===== src/rtl/core/i2cmts_pkg.sv =====
// ----------------------------------------------------------------------------
// I2C master transfer sequencer: shared types and constants
// Item and result layouts, operation and bus command codes, store write beat.
// ----------------------------------------------------------------------------
package i2cmts_pkg;

  localparam int unsigned POS_W   = 5;
  localparam int unsigned LIMIT_W = 4;

  localparam logic [LIMIT_W-1:0] FAIL_LIMIT_RST = 4'd3;

  typedef enum logic [1:0] {
    OP_LOAD      = 2'd0,
    OP_START_WR  = 2'd1,
    OP_START_WRD = 2'd2,
    OP_EVENT     = 2'd3
  } op_e;

  typedef enum logic [2:0] {
    CMD_NONE    = 3'd0,
    CMD_START   = 3'd1,
    CMD_RESTART = 3'd2,
    CMD_STOP    = 3'd3,
    CMD_SEND    = 3'd4,
    CMD_RECV    = 3'd5,
    CMD_ACK     = 3'd6,
    CMD_NAK     = 3'd7
  } cmd_e;

  typedef struct packed {
    logic [1:0] operation;
    logic [6:0] slave_address;
    logic [4:0] write_length;
    logic [4:0] read_length;
    logic [3:0] buffer_index;
    logic [7:0] load_byte;
    logic       ack_received;
    logic [7:0] bus_byte;
  } item_t;

  typedef struct packed {
    logic       accepted;
    logic [2:0] bus_command;
    logic [7:0] tx_byte;
    logic       rx_valid;
    logic [3:0] rx_index;
    logic [7:0] rx_byte;
    logic       idle;
  } result_t;

  typedef struct packed {
    logic       en;
    logic [3:0] slot;
    logic [7:0] data;
  } store_wr_t;

endpackage


===== src/rtl/core/i2cmts_if.sv =====
// ----------------------------------------------------------------------------
// I2C master transfer sequencer: channel interfaces
// Valid/ready channels for items, results and the fail limit register.
// ----------------------------------------------------------------------------
interface i2cmts_in_if;
  logic                valid;
  logic                ready;
  i2cmts_pkg::item_t   data;

  modport source (output valid, output data, input ready);
  modport sink   (input valid, input data, output ready);
endinterface

interface i2cmts_out_if;
  logic                valid;
  logic                ready;
  i2cmts_pkg::result_t data;

  modport source (output valid, output data, input ready);
  modport sink   (input valid, input data, output ready);
endinterface

interface i2cmts_cfg_if;
  logic                               valid;
  logic                               ready;
  logic [i2cmts_pkg::LIMIT_W-1:0]     data;

  modport source (output valid, output data, input ready);
  modport sink   (input valid, input data, output ready);
endinterface


===== src/rtl/core/i2cmts_store.sv =====
// ----------------------------------------------------------------------------
// I2C master transfer sequencer: write store
// Byte store filled by load beats and read at the write position, which wraps
// modulo the store depth.
// ----------------------------------------------------------------------------
module i2cmts_store #(
  parameter int unsigned STORE_DEPTH = 16
) (
  input  logic                               clk_i,
  input  i2cmts_pkg::store_wr_t              wr_i,
  input  logic [i2cmts_pkg::POS_W-1:0]       rd_pos_i,
  output logic [7:0]                         rd_data_o
);

  // Load slots are four bits wide, so no more than sixteen entries are ever
  // written.
  localparam int unsigned Entries  = (STORE_DEPTH < 16) ? STORE_DEPTH : 16;
  localparam int unsigned IdxW     = (Entries > 1) ? $clog2(Entries) : 1;
  localparam int unsigned PosCount = 2 ** i2cmts_pkg::POS_W;

  logic [7:0] store_q [Entries];
  logic [7:0] mod_tbl [PosCount];
  logic [7:0] rd_slot;

  for (genvar p = 0; p < PosCount; p++) begin : g_mod
    assign mod_tbl[p] = 8'(p % STORE_DEPTH);
  end

  always_ff @(posedge clk_i) begin
    if (wr_i.en && ({4'd0, wr_i.slot} < 8'(Entries))) begin
      store_q[wr_i.slot[IdxW-1:0]] <= wr_i.data;
    end
  end

  assign rd_slot   = mod_tbl[rd_pos_i];
  assign rd_data_o = (rd_slot < 8'(Entries)) ? store_q[rd_slot[IdxW-1:0]] : 8'd0;

endmodule


===== src/rtl/core/i2cmts_fsm.sv =====
// ----------------------------------------------------------------------------
// I2C master transfer sequencer: transaction state machine
// Holds the transaction state and turns one item into one bus command.
// ----------------------------------------------------------------------------
module i2cmts_fsm (
  input  logic                               clk_i,
  input  logic                               rst_ni,
  input  logic                               step_i,
  input  i2cmts_pkg::item_t                  item_i,
  input  logic [i2cmts_pkg::LIMIT_W-1:0]     fail_limit_i,
  input  logic [7:0]                         rd_data_i,
  output logic [i2cmts_pkg::POS_W-1:0]       rd_pos_o,
  output i2cmts_pkg::store_wr_t              wr_o,
  output i2cmts_pkg::result_t                result_o
);

  typedef enum logic [3:0] {
    PH_IDLE    = 4'd0,
    PH_W_ADDR  = 4'd1,
    PH_W_FIRST = 4'd2,
    PH_W_DATA  = 4'd3,
    PH_W_DONE  = 4'd4,
    PH_R_ADDR  = 4'd5,
    PH_R_CHECK = 4'd6,
    PH_R_RECV  = 4'd7,
    PH_R_ACKED = 4'd8,
    PH_R_NAKED = 4'd9,
    PH_R_DONE  = 4'd10
  } phase_e;

  phase_e     phase_q, phase_d;
  logic [6:0] addr_q, addr_d;
  logic [4:0] writes_q, writes_d;
  logic [4:0] reads_q, reads_d;
  logic [4:0] pos_q, pos_d;
  logic [3:0] naks_q, naks_d;

  logic [3:0]          limit;
  i2cmts_pkg::result_t res;

  assign limit = (fail_limit_i == 4'd0) ? 4'd1 : fail_limit_i;

  assign wr_o.en   = step_i && (item_i.operation == i2cmts_pkg::OP_LOAD);
  assign wr_o.slot = item_i.buffer_index;
  assign wr_o.data = item_i.load_byte;

  // The store is read at the position this item leaves behind.
  assign rd_pos_o = pos_d;

  always_comb begin
    phase_d  = phase_q;
    addr_d   = addr_q;
    writes_d = writes_q;
    reads_d  = reads_q;
    pos_d    = pos_q;
    naks_d   = naks_q;
    res      = '0;
    res.bus_command = i2cmts_pkg::CMD_NONE;

    unique case (item_i.operation)
      i2cmts_pkg::OP_LOAD: begin
      end
      i2cmts_pkg::OP_START_WR, i2cmts_pkg::OP_START_WRD: begin
        if (phase_q == PH_IDLE) begin
          res.accepted    = 1'b1;
          res.bus_command = i2cmts_pkg::CMD_START;
          addr_d   = item_i.slave_address;
          writes_d = item_i.write_length;
          reads_d  = (item_i.operation == i2cmts_pkg::OP_START_WRD) ?
                     item_i.read_length : 5'd0;
          pos_d    = '0;
          naks_d   = '0;
          if ((item_i.operation == i2cmts_pkg::OP_START_WRD) &&
              (item_i.write_length == 5'd0)) begin
            phase_d = PH_R_ADDR;
          end else begin
            phase_d = PH_W_ADDR;
          end
        end
      end
      default: begin
        unique case (phase_q)
          PH_W_ADDR: begin
            res.bus_command = i2cmts_pkg::CMD_SEND;
            res.tx_byte     = {addr_q, 1'b0};
            phase_d         = PH_W_FIRST;
          end
          PH_W_FIRST: begin
            if (!item_i.ack_received) begin
              res.bus_command = i2cmts_pkg::CMD_STOP;
              phase_d         = PH_W_DONE;
            end else if (writes_q != 5'd0) begin
              res.bus_command = i2cmts_pkg::CMD_SEND;
              res.tx_byte     = rd_data_i;
              phase_d         = PH_W_DATA;
            end else if (reads_q != 5'd0) begin
              pos_d           = '0;
              res.bus_command = i2cmts_pkg::CMD_RESTART;
              phase_d         = PH_R_ADDR;
            end else begin
              res.bus_command = i2cmts_pkg::CMD_STOP;
              phase_d         = PH_W_DONE;
            end
          end
          PH_W_DATA: begin
            if (item_i.ack_received) begin
              writes_d = writes_q - 5'd1;
              pos_d    = pos_q + 5'd1;
              naks_d   = '0;
            end else begin
              naks_d   = naks_q + 4'd1;
            end
            if (naks_d >= limit) begin
              res.bus_command = i2cmts_pkg::CMD_STOP;
              phase_d         = PH_W_DONE;
            end else if (writes_d != 5'd0) begin
              res.bus_command = i2cmts_pkg::CMD_SEND;
              res.tx_byte     = rd_data_i;
            end else if (reads_q != 5'd0) begin
              pos_d           = '0;
              res.bus_command = i2cmts_pkg::CMD_RESTART;
              phase_d         = PH_R_ADDR;
            end else begin
              res.bus_command = i2cmts_pkg::CMD_STOP;
              phase_d         = PH_W_DONE;
            end
          end
          PH_R_ADDR: begin
            res.bus_command = i2cmts_pkg::CMD_SEND;
            res.tx_byte     = {addr_q, 1'b1};
            phase_d         = PH_R_CHECK;
          end
          PH_R_CHECK: begin
            if (item_i.ack_received && (reads_q != 5'd0)) begin
              res.bus_command = i2cmts_pkg::CMD_RECV;
              phase_d         = PH_R_RECV;
            end else begin
              res.bus_command = i2cmts_pkg::CMD_STOP;
              phase_d         = PH_R_DONE;
            end
          end
          PH_R_RECV: begin
            res.rx_valid = 1'b1;
            res.rx_index = pos_q[3:0];
            res.rx_byte  = item_i.bus_byte;
            pos_d        = pos_q + 5'd1;
            if (reads_q != 5'd0) begin
              reads_d = reads_q - 5'd1;
            end
            // The last byte is taken and then refused with a nak.
            if (reads_d != 5'd0) begin
              res.bus_command = i2cmts_pkg::CMD_ACK;
              phase_d         = PH_R_ACKED;
            end else begin
              res.bus_command = i2cmts_pkg::CMD_NAK;
              phase_d         = PH_R_NAKED;
            end
          end
          PH_R_ACKED: begin
            res.bus_command = i2cmts_pkg::CMD_RECV;
            phase_d         = PH_R_RECV;
          end
          PH_R_NAKED: begin
            res.bus_command = i2cmts_pkg::CMD_STOP;
            phase_d         = PH_R_DONE;
          end
          default: begin
            phase_d = PH_IDLE;
          end
        endcase
      end
    endcase

    res.idle = (phase_d == PH_IDLE);
  end

  assign result_o = res;

  always_ff @(posedge clk_i or negedge rst_ni) begin
    if (!rst_ni) begin
      phase_q  <= PH_IDLE;
      addr_q   <= '0;
      writes_q <= '0;
      reads_q  <= '0;
      pos_q    <= '0;
      naks_q   <= '0;
    end else if (step_i) begin
      phase_q  <= phase_d;
      addr_q   <= addr_d;
      writes_q <= writes_d;
      reads_q  <= reads_d;
      pos_q    <= pos_d;
      naks_q   <= naks_d;
    end
  end

endmodule


===== src/rtl/core/i2c_master_transfer_sequencer_unit.sv =====
// ----------------------------------------------------------------------------
// I2C master transfer sequencer
// Runs write and write-then-read transactions over a byte-level bus engine,
// answering every item with one result beat.
//
//   channel  direction  payload                     notes
//   cfg_i    in         fail_limit (4 bits)         always ready
//   in_i     in         item_t                      load, start or bus event
//   out_o    out        result_t                    one beat per item
//
// One item per cycle is sustained while out_o is not stalled; each item is held
// in the input register and its result in the output register, which drives out_o.
// Reset empties both registers and returns the transaction state to idle with
// a fail limit of three; the write store keeps no reset value.
// A stalled result holds the next item in the input register, so in_i stops
// accepting only when both registers are full.
// ----------------------------------------------------------------------------
module i2c_master_transfer_sequencer_unit #(
  parameter int unsigned STORE_DEPTH = 16
) (
  input  logic                 clk_i,
  input  logic                 rst_ni,
  i2cmts_cfg_if.sink           cfg_i,
  i2cmts_in_if.sink            in_i,
  i2cmts_out_if.source         out_o
);

  logic                              in_valid_q;
  i2cmts_pkg::item_t                 in_item_q;
  logic                              out_valid_q;
  i2cmts_pkg::result_t               out_res_q;
  logic [i2cmts_pkg::LIMIT_W-1:0]    fail_limit_q;

  logic                              advance;
  logic                              in_take;
  logic [i2cmts_pkg::POS_W-1:0]      rd_pos;
  logic [7:0]                        rd_data;
  i2cmts_pkg::store_wr_t             store_wr;
  i2cmts_pkg::result_t               result;

  assign advance     = in_valid_q && (!out_valid_q || out_o.ready);
  assign in_i.ready  = !in_valid_q || advance;
  assign in_take     = in_i.valid && in_i.ready;
  assign cfg_i.ready = 1'b1;

  assign out_o.valid = out_valid_q;
  assign out_o.data  = out_res_q;

  i2cmts_store #(
    .STORE_DEPTH (STORE_DEPTH)
  ) u_store (
    .clk_i     (clk_i),
    .wr_i      (store_wr),
    .rd_pos_i  (rd_pos),
    .rd_data_o (rd_data)
  );

  i2cmts_fsm u_fsm (
    .clk_i        (clk_i),
    .rst_ni       (rst_ni),
    .step_i       (advance),
    .item_i       (in_item_q),
    .fail_limit_i (fail_limit_q),
    .rd_data_i    (rd_data),
    .rd_pos_o     (rd_pos),
    .wr_o         (store_wr),
    .result_o     (result)
  );

  always_ff @(posedge clk_i or negedge rst_ni) begin
    if (!rst_ni) begin
      in_valid_q   <= 1'b0;
      out_valid_q  <= 1'b0;
      fail_limit_q <= i2cmts_pkg::FAIL_LIMIT_RST;
    end else begin
      if (in_take) begin
        in_valid_q <= 1'b1;
      end else if (advance) begin
        in_valid_q <= 1'b0;
      end
      if (advance) begin
        out_valid_q <= 1'b1;
      end else if (out_o.ready) begin
        out_valid_q <= 1'b0;
      end
      if (cfg_i.valid) begin
        fail_limit_q <= cfg_i.data;
      end
    end
  end

  always_ff @(posedge clk_i) begin
    if (in_take) begin
      in_item_q <= in_i.data;
    end
    if (advance) begin
      out_res_q <= result;
    end
  end

endmodule

===== src/flat_wrapper.sv =====
// flat-port wrapper written by rule: the top's interface ports become plain ports
module i2c_master_transfer_sequencer_unit_flat 
#(
  parameter int unsigned STORE_DEPTH = 16
)
  (clk_i, rst_ni, cfg_i_valid, cfg_i_data, cfg_i_ready, in_i_valid, in_i_data, in_i_ready, out_o_valid, out_o_data, out_o_ready);
  i2cmts_cfg_if cfg_i_i ();
  i2cmts_in_if in_i_i ();
  i2cmts_out_if out_o_i ();
  input  logic clk_i;
  input  logic rst_ni;
  input wire logic [$bits(cfg_i_i.valid)-1:0] cfg_i_valid;
  input wire logic [$bits(cfg_i_i.data)-1:0] cfg_i_data;
  output wire logic [$bits(cfg_i_i.ready)-1:0] cfg_i_ready;
  input wire logic [$bits(in_i_i.valid)-1:0] in_i_valid;
  input wire logic [$bits(in_i_i.data)-1:0] in_i_data;
  output wire logic [$bits(in_i_i.ready)-1:0] in_i_ready;
  output wire logic [$bits(out_o_i.valid)-1:0] out_o_valid;
  output wire logic [$bits(out_o_i.data)-1:0] out_o_data;
  input wire logic [$bits(out_o_i.ready)-1:0] out_o_ready;
  assign cfg_i_i.valid = cfg_i_valid;
  assign cfg_i_i.data = cfg_i_data;
  assign cfg_i_ready = cfg_i_i.ready;
  assign in_i_i.valid = in_i_valid;
  assign in_i_i.data = in_i_data;
  assign in_i_ready = in_i_i.ready;
  assign out_o_valid = out_o_i.valid;
  assign out_o_data = out_o_i.data;
  assign out_o_i.ready = out_o_ready;
  i2c_master_transfer_sequencer_unit #(.STORE_DEPTH(STORE_DEPTH)) u_core (.clk_i(clk_i), .rst_ni(rst_ni), .cfg_i(cfg_i_i), .in_i(in_i_i), .out_o(out_o_i));
endmodule

===== config.mk =====
export PLATFORM = sky130hd
export DESIGN_NAME = i2c_master_transfer_sequencer_unit_flat
export DESIGN_NICKNAME = d
export VERILOG_FILES = /design/src/rtl/core/i2cmts_pkg.sv /design/src/rtl/core/i2cmts_if.sv /design/src/rtl/core/i2cmts_store.sv /design/src/rtl/core/i2cmts_fsm.sv /design/src/rtl/core/i2c_master_transfer_sequencer_unit.sv /design/src/flat_wrapper.sv
export SDC_FILE = /design/constraint.sdc
export NUM_CORES = 1
export LEC_CHECK = 0
export ABC_CLOCK_PERIOD_IN_PS = 8400
export BUFFER_PORTS_ARGS = -buffer_cell sky130_fd_sc_hd__buf_2
export CELL_PAD_IN_SITES_DETAIL_PLACEMENT = 1
export CELL_PAD_IN_SITES_GLOBAL_PLACEMENT = 2
export CORE_MARGIN = 3
export CORE_UTILIZATION = 44
export DETAILED_ROUTE_END_ITERATION = 10
export PLACE_DENSITY_LB_ADDON = 0.15
export SETUP_SLACK_MARGIN = 0.4
export SLEW_MARGIN = 20
export SYNTH_ARGS = -nofsm -noshare
export SYNTH_HDL_FRONTEND = slang
export SYNTH_SLANG_ARGS = --single-unit

===== constraint.sdc =====
create_clock -name clk_i -period 8.4 [get_ports clk_i]
set_clock_uncertainty 0.2 [all_clocks]
set_input_delay 1.26 -clock clk_i [delete_from_list [all_inputs] [get_ports clk_i]]
set_output_delay 1.26 -clock clk_i [all_outputs]
set_load 0.005 [all_outputs]

==> flow_metrics.py, run 1 <==
metrics = {
    "outcome": {
        "outcome": "complete, no violations",
    },
    "synth": {
        "synthArstFlopShare": 0.1528,
        "syn_avg_cell_area_um2": 14.02,
        "yosys_warnings": 0,
        "synth_seq_cells": 229,
        "synth_commonest_cells": "edfxtp_1, mux2i_1, nand2_1",
        "ys_seq_area_frac": 0.6772,
        "synthFlopType": "edfxtp_1",
        "synth_area_leaders": "edfxtp_1, dfrtp_1, mux2i_1, a211oi_1, nand2_1",
        "syn-num-nets": 768,
        "synth.distinct_cells": 63,
        "synthMostInstantiatedCell": "edfxtp_1",
        "netlist_instances": 706,
        "yosysTopAreaCell": "edfxtp_1",
        "synth_top_area_frac": 0.5885,
        "synth_edf_count": 194,
        "netlist_area_mm2": 0.009899,
    },
    "sta": {
        "max_freq_ghz": 0.1959,
        "fin_crit_sh": 0.6078,
        "rsz0062_at_grt": "no",
        "setup_viol": 0,
        "tns_ns": 0,
        "slew_viol_final": 0,
        "fin_crit_ns": 5.106,
        "maxSlewHeadroom": 0.2707,
        "worst_slew_pin_slew_ns": 1.090,
        "fin_ws_ns": 3.294,
        "finalHoldViolCount": 0,
    },
    "routing": {
        "dr_wl_met3_um": 980,
        "vias_per_cell": 5.640,
        "drt_pre_antenna_iters": 4,
        "top_layer_used": "met4",
        "wl_per_cell_um": 22.69,
        "vias": 6108,
        "wl_um": 24570,
        "drcViolationCount": 0,
        "postRouteAntennaNets": 0,
        "wl_met1_um": 10370,
        "met2WireLength_um": 12650,
        "drtIter0Drc": 304,
    },
    "hold_path": {
        "hold_depth": 1,
        "hold_path.class": "flip-flop to flip-flop",
        "min-delay-start": "u_core.in_item_q[36]",
        "min_to": "u_core.u_fsm.addr_q[5]",
    },
    "flow_run": {
        "maxCapViolations": 0,
    },
    "power": {
        "irDropWorstVdd_mv": 0.2047,
        "p_comb_frac": 0.104,
        "total_power_w": 0.002896,
        "swShare": 0.2477,
        "power_frac_seq": 0.485,
        "leakage_nw": 4.500,
        "power.net_switching_w": 0.0007172,
        "power_density_mw_per_mm2": 253.7,
        "internal_power_w": 0.002178,
        "p_clk_frac": 0.411,
    },
    "placement": {
        "place.gp.congestion": 0.8299,
        "dp_hpwl_um": 16650,
        "pre_cts_slack_ns": 3.316,
        "postPlaceCellArea_mm2": 0.01049,
        "numPortBuffers": 76,
    },
    "clock_tree": {
        "cts_hold_buffers": 0,
        "clock_latency_ns": 0.54,
        "tritoncts": "done",
        "cts_buffers": 25,
        "cts_max_level": 1,
        "post_cts_buffers": 0,
        "clk_pin_slew_ns": 0.07,
        "cts-root-buf": "clkbuf_16",
        "clock_sinks": 229,
        "cts_buffer_depth": 3,
        "cts_resized": 0,
    },
    "critical_path": {
        "worstPathRequired_ns": 8.47,
        "worstSetupPathType": "flip-flop to flip-flop",
        "reg2regPathDepth": 12,
        "r2r_end": "u_core.out_o.data[19]",
        "cp_slowest_stage_delay_ns": 0.92,
        "worstPathMaxFanout": 47,
        "r2r_slack_ns": 3.29,
        "path_buf_inv": 0,
        "crit_path_start_kind": "flip-flop",
        "endpoint_kind": "flip-flop",
        "r2r-start": "u_core.in_item_q[8]",
        "cpLargestDelayFamily": "compound AO/OA/AOI/OAI gates",
        "cp_cell_sequence": "or2_2, ha_1, nand2b_1, a2111oi_0, o21ai_0, or2_1, a31oi_1, o32a_2, mux2i_1, mux2_2, o32ai_1, a21oi_1",
        "cp_slowest_cell": "o32a_2",
        "arrival_ns": 5.18,
    },
    "die": {
        "die_h_um": 156.0,
        "initial_core_util": 0.4508,
        "core_area_mm2": 0.02196,
        "rows": 54,
        "die_area_mm2": 0.02433,
        "die_w_um": 156.0,
        "io_pins": 78,
    },
    "global_routing": {
        "grtUsageTotal": 0.2015,
        "grt_pass1_vias": 6557,
        "grt_max_degree": 56,
        "antenna_found_initial": 0,
        "grt_first_pass_wirelength_um": 37690,
        "overflow": 0,
    },
    "layout": {
        "antennaDiodeCount": 0,
        "drive_gt1_frac": 0.1905,
        "design_area_mm2": 0.01141,
        "layout.nets": 846,
        "final_util": 0.5198,
        "syn2layout_area_growth_pct": 15.31,
    },
}
[metrics by stage]
stage / std cells / hold WS, ns
2_1_floorplan: 706 / 0.2555
3_3_place_gp: 1035 / 0.2732
3_5_place_dp: 1036 / 0.2697
4_1_cts: 1082 / 0.2832
5_1_grt: 1083 / 0.2999
6_report: 1083 / 0.2792
[kinds of logic after synthesis]
logic type / share of synthesized area
other cells: 0.0003788
fa+ha+maj: 0.01643
xor+xnor: 0.007077
buf+inv: 0.02793
flops: 0.6772
compound gates: 0.08784
simple gates: 0.09745
mux: 0.08569
[flip-flops by register name, indices dropped and copies added, names as in the netlist, 4 cells and up]
name and cells:
u_core.fail_limit_q 4, u_core.in_item_q 40, u_core.out_o.data 26, u_core.u_fsm.addr_q 7, u_core.u_fsm.naks_q 4, u_core.u_fsm.phase_q 4
u_core.u_fsm.pos_q 4, u_core.u_fsm.reads_q 5, u_core.u_fsm.writes_q 5, u_core.u_store.store_q 128
[worst reg2reg max path: cells and delay by family, from the launching register on]
family / cells / cell delay [ns]
compound gates: 6 / 2.25
fa+ha+maj: 1 / 0.29
flops: 1 / 0.69
mux: 2 / 0.52
simple gates: 3 / 0.92
[placed cells by master, fill, tap and decap left out, drive strengths merged, types with 5 or more instances in the layout]
cell | Yosys | layout
clkinv | 1 | 9
o32ai | 6 | 6
edfxtp | 194 | 194
nand2 | 54 | 54
and2 | 5 | 5
nor3 | 9 | 9
clkbuf | 16 | 30
dfrtp | 33 | 33
o21ai | 24 | 24
a31oi | 10 | 10
nor2 | 52 | 52
ha | 13 | 13
and3 | 16 | 16
a211oi | 32 | 32
mux2i | 69 | 69
nand2b | 10 | 10
a21oi | 28 | 28
bufinv | 0 | 6
nand3 | 6 | 6
inv | 15 | 16
buf | 19 | 86
nor2b | 16 | 16
mux2 | 14 | 14
[metal layers]
layer	vias up	track usage
met1	3084	0.2531
met2	153	0.3623
met3	44	0.03301
li1	2827	-
met5	-	0
met4	0	0.05341
[power groups by stage]
stage	logic (W)	clock network [W]	registers (W)
after floorplan	0.000228	0	0.00139
after global placement	0.000287	0	0.00142
after detailed placement	0.000300	0	0.00143
after CTS	0.000302	0.00121	0.00140
after global routing	0.000343	0.00127	0.00141
final	0.000301	0.00119	0.00140
[worst max path at each step]
| stage | startpoint | to | cells past startpoint |
|---|---|---|---|
| after floorplan | u_core.in_item_q[8] | u_core.out_o.data[14] | 17 |
| after global placement | u_core.in_item_q[8] | u_core.out_o.data[18] | 13 |
| after detailed placement | u_core.in_item_q[8] | u_core.out_o.data[19] | 12 |
| after CTS | u_core.in_item_q[8] | u_core.out_o.data[19] | 12 |
| after global routing | u_core.in_item_q[8] | u_core.out_o.data[19] | 12 |
| final | u_core.in_item_q[8] | u_core.out_o.data[19] | 12 |
[final cells by class]
type	count	area, µm²
timing repair buffer	86	467.9
sequential	229	6704
clock buffer	30	644.4
clock inverter	16	252.7
multi-input combinational	426	2935
inverter	16	60.06
fill	2154	10540
tap	280	350.3
Power figures use the tool's default switching activity.
==> inputs of run 2 (changes only) <==
--- a/config.mk
+++ b/config.mk
@@ -5,12 +5,12 @@
 export SDC_FILE = /design/constraint.sdc
 export NUM_CORES = 1
 export LEC_CHECK = 0
-export ABC_CLOCK_PERIOD_IN_PS = 8400
+export ABC_CLOCK_PERIOD_IN_PS = 4150
 export BUFFER_PORTS_ARGS = -buffer_cell sky130_fd_sc_hd__buf_2
 export CELL_PAD_IN_SITES_DETAIL_PLACEMENT = 1
 export CELL_PAD_IN_SITES_GLOBAL_PLACEMENT = 2
 export CORE_MARGIN = 3
-export CORE_UTILIZATION = 44
+export CORE_UTILIZATION = 39
 export DETAILED_ROUTE_END_ITERATION = 10
 export PLACE_DENSITY_LB_ADDON = 0.15
 export SETUP_SLACK_MARGIN = 0.4
==> constraint.sdc (replaced) <==
create_clock -name clk_i -period 4.15 [get_ports clk_i]
set_clock_uncertainty 0.2 [all_clocks]
set_input_delay 0.6225 -clock clk_i [delete_from_list [all_inputs] [get_ports clk_i]]
set_output_delay 0.6225 -clock clk_i [all_outputs]
set_load 0.005 [all_outputs]
==> flow_metrics.py, run 2 (synthesis gave the netlist of run 1 again) <==
metrics = {
    "outcome": {
        "outcome": "complete, no violations",
    },
    "global_routing": {
        "grt_first_pass_wirelength_um": 38220,
        "grt_max_degree": 41,
        "grt_pass1_vias": 6721,
        "overflow": 0,
        "grtUsageTotal": 0.1828,
        "antenna_found_initial": 0,
    },
    "sta": {
        "finalHoldViolCount": 0,
        "fin_crit_ns": 3.869,
        "setup_viol": 0,
        "fin_crit_sh": 0.9322,
        "tns_ns": 0,
        "max_freq_ghz": 0.2585,
        "worst_slew_pin_slew_ns": 0.9917,
        "slew_viol_final": 0,
        "rsz0062_at_grt": "yes",
        "maxSlewHeadroom": 0.3365,
        "fin_ws_ns": 0.2813,
    },
    "flow_run": {
        "maxCapViolations": 0,
    },
    "power": {
        "p_comb_frac": 0.120,
        "power_density_mw_per_mm2": 469.6,
        "leakage_nw": 4.797,
        "p_clk_frac": 0.392,
        "swShare": 0.2533,
        "internal_power_w": 0.004345,
        "power.net_switching_w": 0.001474,
        "irDropWorstVdd_mv": 0.2964,
        "power_frac_seq": 0.487,
        "total_power_w": 0.005820,
    },
    "layout": {
        "num-fill-cells": 2458,
        "drive_gt1_frac": 0.2904,
        "multi_input_area_mm2": 0.003338,
        "regArea_mm2": 0.006704,
        "mostFrequentLayoutCells": "edfxtp_1, buf_2, mux2i_1, nand2_1, nor2_1",
        "final_util": 0.5037,
        "layout.nets": 889,
        "final_common_cell": "edfxtp_1",
        "largest_reg_flops": 128,
        "syn2layout_area_growth_pct": 25.19,
        "antennaDiodeCount": 0,
    },
    "clock_tree": {
        "clk_pin_slew_ns": 0.06,
        "clock_sinks": 229,
        "cts_max_level": 1,
        "tritoncts": "done",
        "cts-root-buf": "clkbuf_16",
        "cts_hold_buffers": 0,
        "clock_latency_ns": 0.54,
        "cts_buffer_depth": 3,
        "cts_buffers": 26,
    },
    "routing": {
        "vias": 6310,
        "vias_per_cell": 5.389,
        "drcViolationCount": 0,
        "drtIter0Drc": 334,
        "postRouteAntennaNets": 0,
        "wl_um": 25720,
        "wl_per_cell_um": 21.96,
        "drt_pre_antenna_iters": 4,
    },
    "placement": {
        "pre_cts_slack_ns": 0.01696,
        "dp_hpwl_um": 16670,
        "numPortBuffers": 76,
        "place.gp.congestion": 0.8067,
    },
    "critical_path": {
        "r2r_end": "u_core.out_o.data[17]",
        "reg2regPathDepth": 16,
        "worstPathMaxFanout": 7,
        "arrival_ns": 3.94,
        "worstPathRequired_ns": 4.22,
        "worstSetupPathType": "flip-flop to flip-flop",
        "crit_path_start_kind": "flip-flop",
        "r2r-start": "u_core.u_fsm.naks_q[0]",
        "r2r_slack_ns": 0.28,
        "startpoint": "u_core.u_fsm.naks_q[0]",
        "endpoint_kind": "flip-flop",
    },
    "die": {
        "io_pins": 78,
        "die_w_um": 165.3,
        "die_h_um": 165.3,
        "rows": 57,
        "die_area_mm2": 0.02733,
        "initial_core_util": 0.4023,
        "core_area_mm2": 0.02460,
    },
    "hold_path": {
        "hold_path.class": "input pin to async pin",
    },
}
## run 2: changes by cell type in the layout (fill, tap and decap cells not counted), moves of 6 or more
| cell | change |
|---|---|
| mux2_4 | +6 |
| a211oi_2 | +17 |
| a211oi_1 | -18 |
| mux2i_2 | +10 |
| mux2_2 | -6 |
| mux2i_1 | -14 |
| buf_4 | +25 |
| o32ai_1 | -6 |
| clkbuf_16 | +6 |
## run 2: worst max-delay path, cell delays in order, from the launching register on
cell       delay (ns)
dfrtp_1          0.40
buf_4            0.14
or2_4            0.24
ha_4             0.23
nand2b_4         0.14
a2111oi_4        0.37
o21ai_2          0.09
or2_4            0.29
a31oi_4          0.29
buf_12           0.21
buf_12           0.12
buf_16           0.13
nor2b_1          0.07
a211oi_2         0.25
a211oi_2         0.10
o32ai_4          0.22
a21oi_1          0.10
## run 2: layout make-up
| cell class | instances | area share |
|---|---|---|
| Multi-Input combinational cell | 426 | 0.2694 |
| Clock buffer | 35 | 0.05684 |
| Tap cell | 324 | 0.03271 |
| Clock inverter | 13 | 0.01312 |
| Sequential cell | 229 | 0.5409 |
| Inverter | 16 | 0.004846 |
| Timing Repair Buffer | 128 | 0.08218 |
## run 2: power groups by stage
stage	Combinational, W	Clock (W)	Sequential, W
3_5_place_dp	0.000664	0	0.00288
2_1_floorplan	0.000491	0	0.00280
4_1_cts	0.000684	0.00234	0.00283
6_report	0.000700	0.00228	0.00284
3_3_place_gp	0.000627	0	0.00287
5_1_grt	0.000789	0.00244	0.00286
## run 2: stage by stage
stage               instances  hold slack [ns]  cell area, µm²
global placement         1104           0.2731           10810
CTS                      1159          0.02682           11910
floorplan                 706           0.1269            9978
finish                   1171          0.01467           12390
global route             1171          0.03014           12390
detailed placement       1104           0.2869           10810
## run 2: how the worst max path moves through the flow
stage                                       end  slack, ns  cells past startpoint
after floorplan           u_core.out_o.data[14]       0.41                     17
after global routing      u_core.out_o.data[14]       0.08                     16
after detailed placement  u_core.out_o.data[16]       0.02                     15
after CTS                 u_core.out_o.data[16]       0.37                     14
after global placement    u_core.out_o.data[16]       0.08                     15
final                     u_core.out_o.data[17]       0.28                     16
## run 2: routing by layer
metal  GRT usage  vias to the layer above  part of all wire
met5           0                        -                 0
met2      0.3306                      107              0.52
met1      0.2271                     3239              0.42
met3     0.02469                       32             0.029
li1            -                     2932                 -
met4     0.05671                        0             0.024
## run 2: repair_timing
| item | in CTS | in global routing |
|---|---|---|
| pin swaps | 5 | 31 |
| setup buffers | 5 | 7 |
| cloned | 2 | 5 |
| setup endpoints to repair | 8 | 8 |
| resized for setup | 26 | 58 |
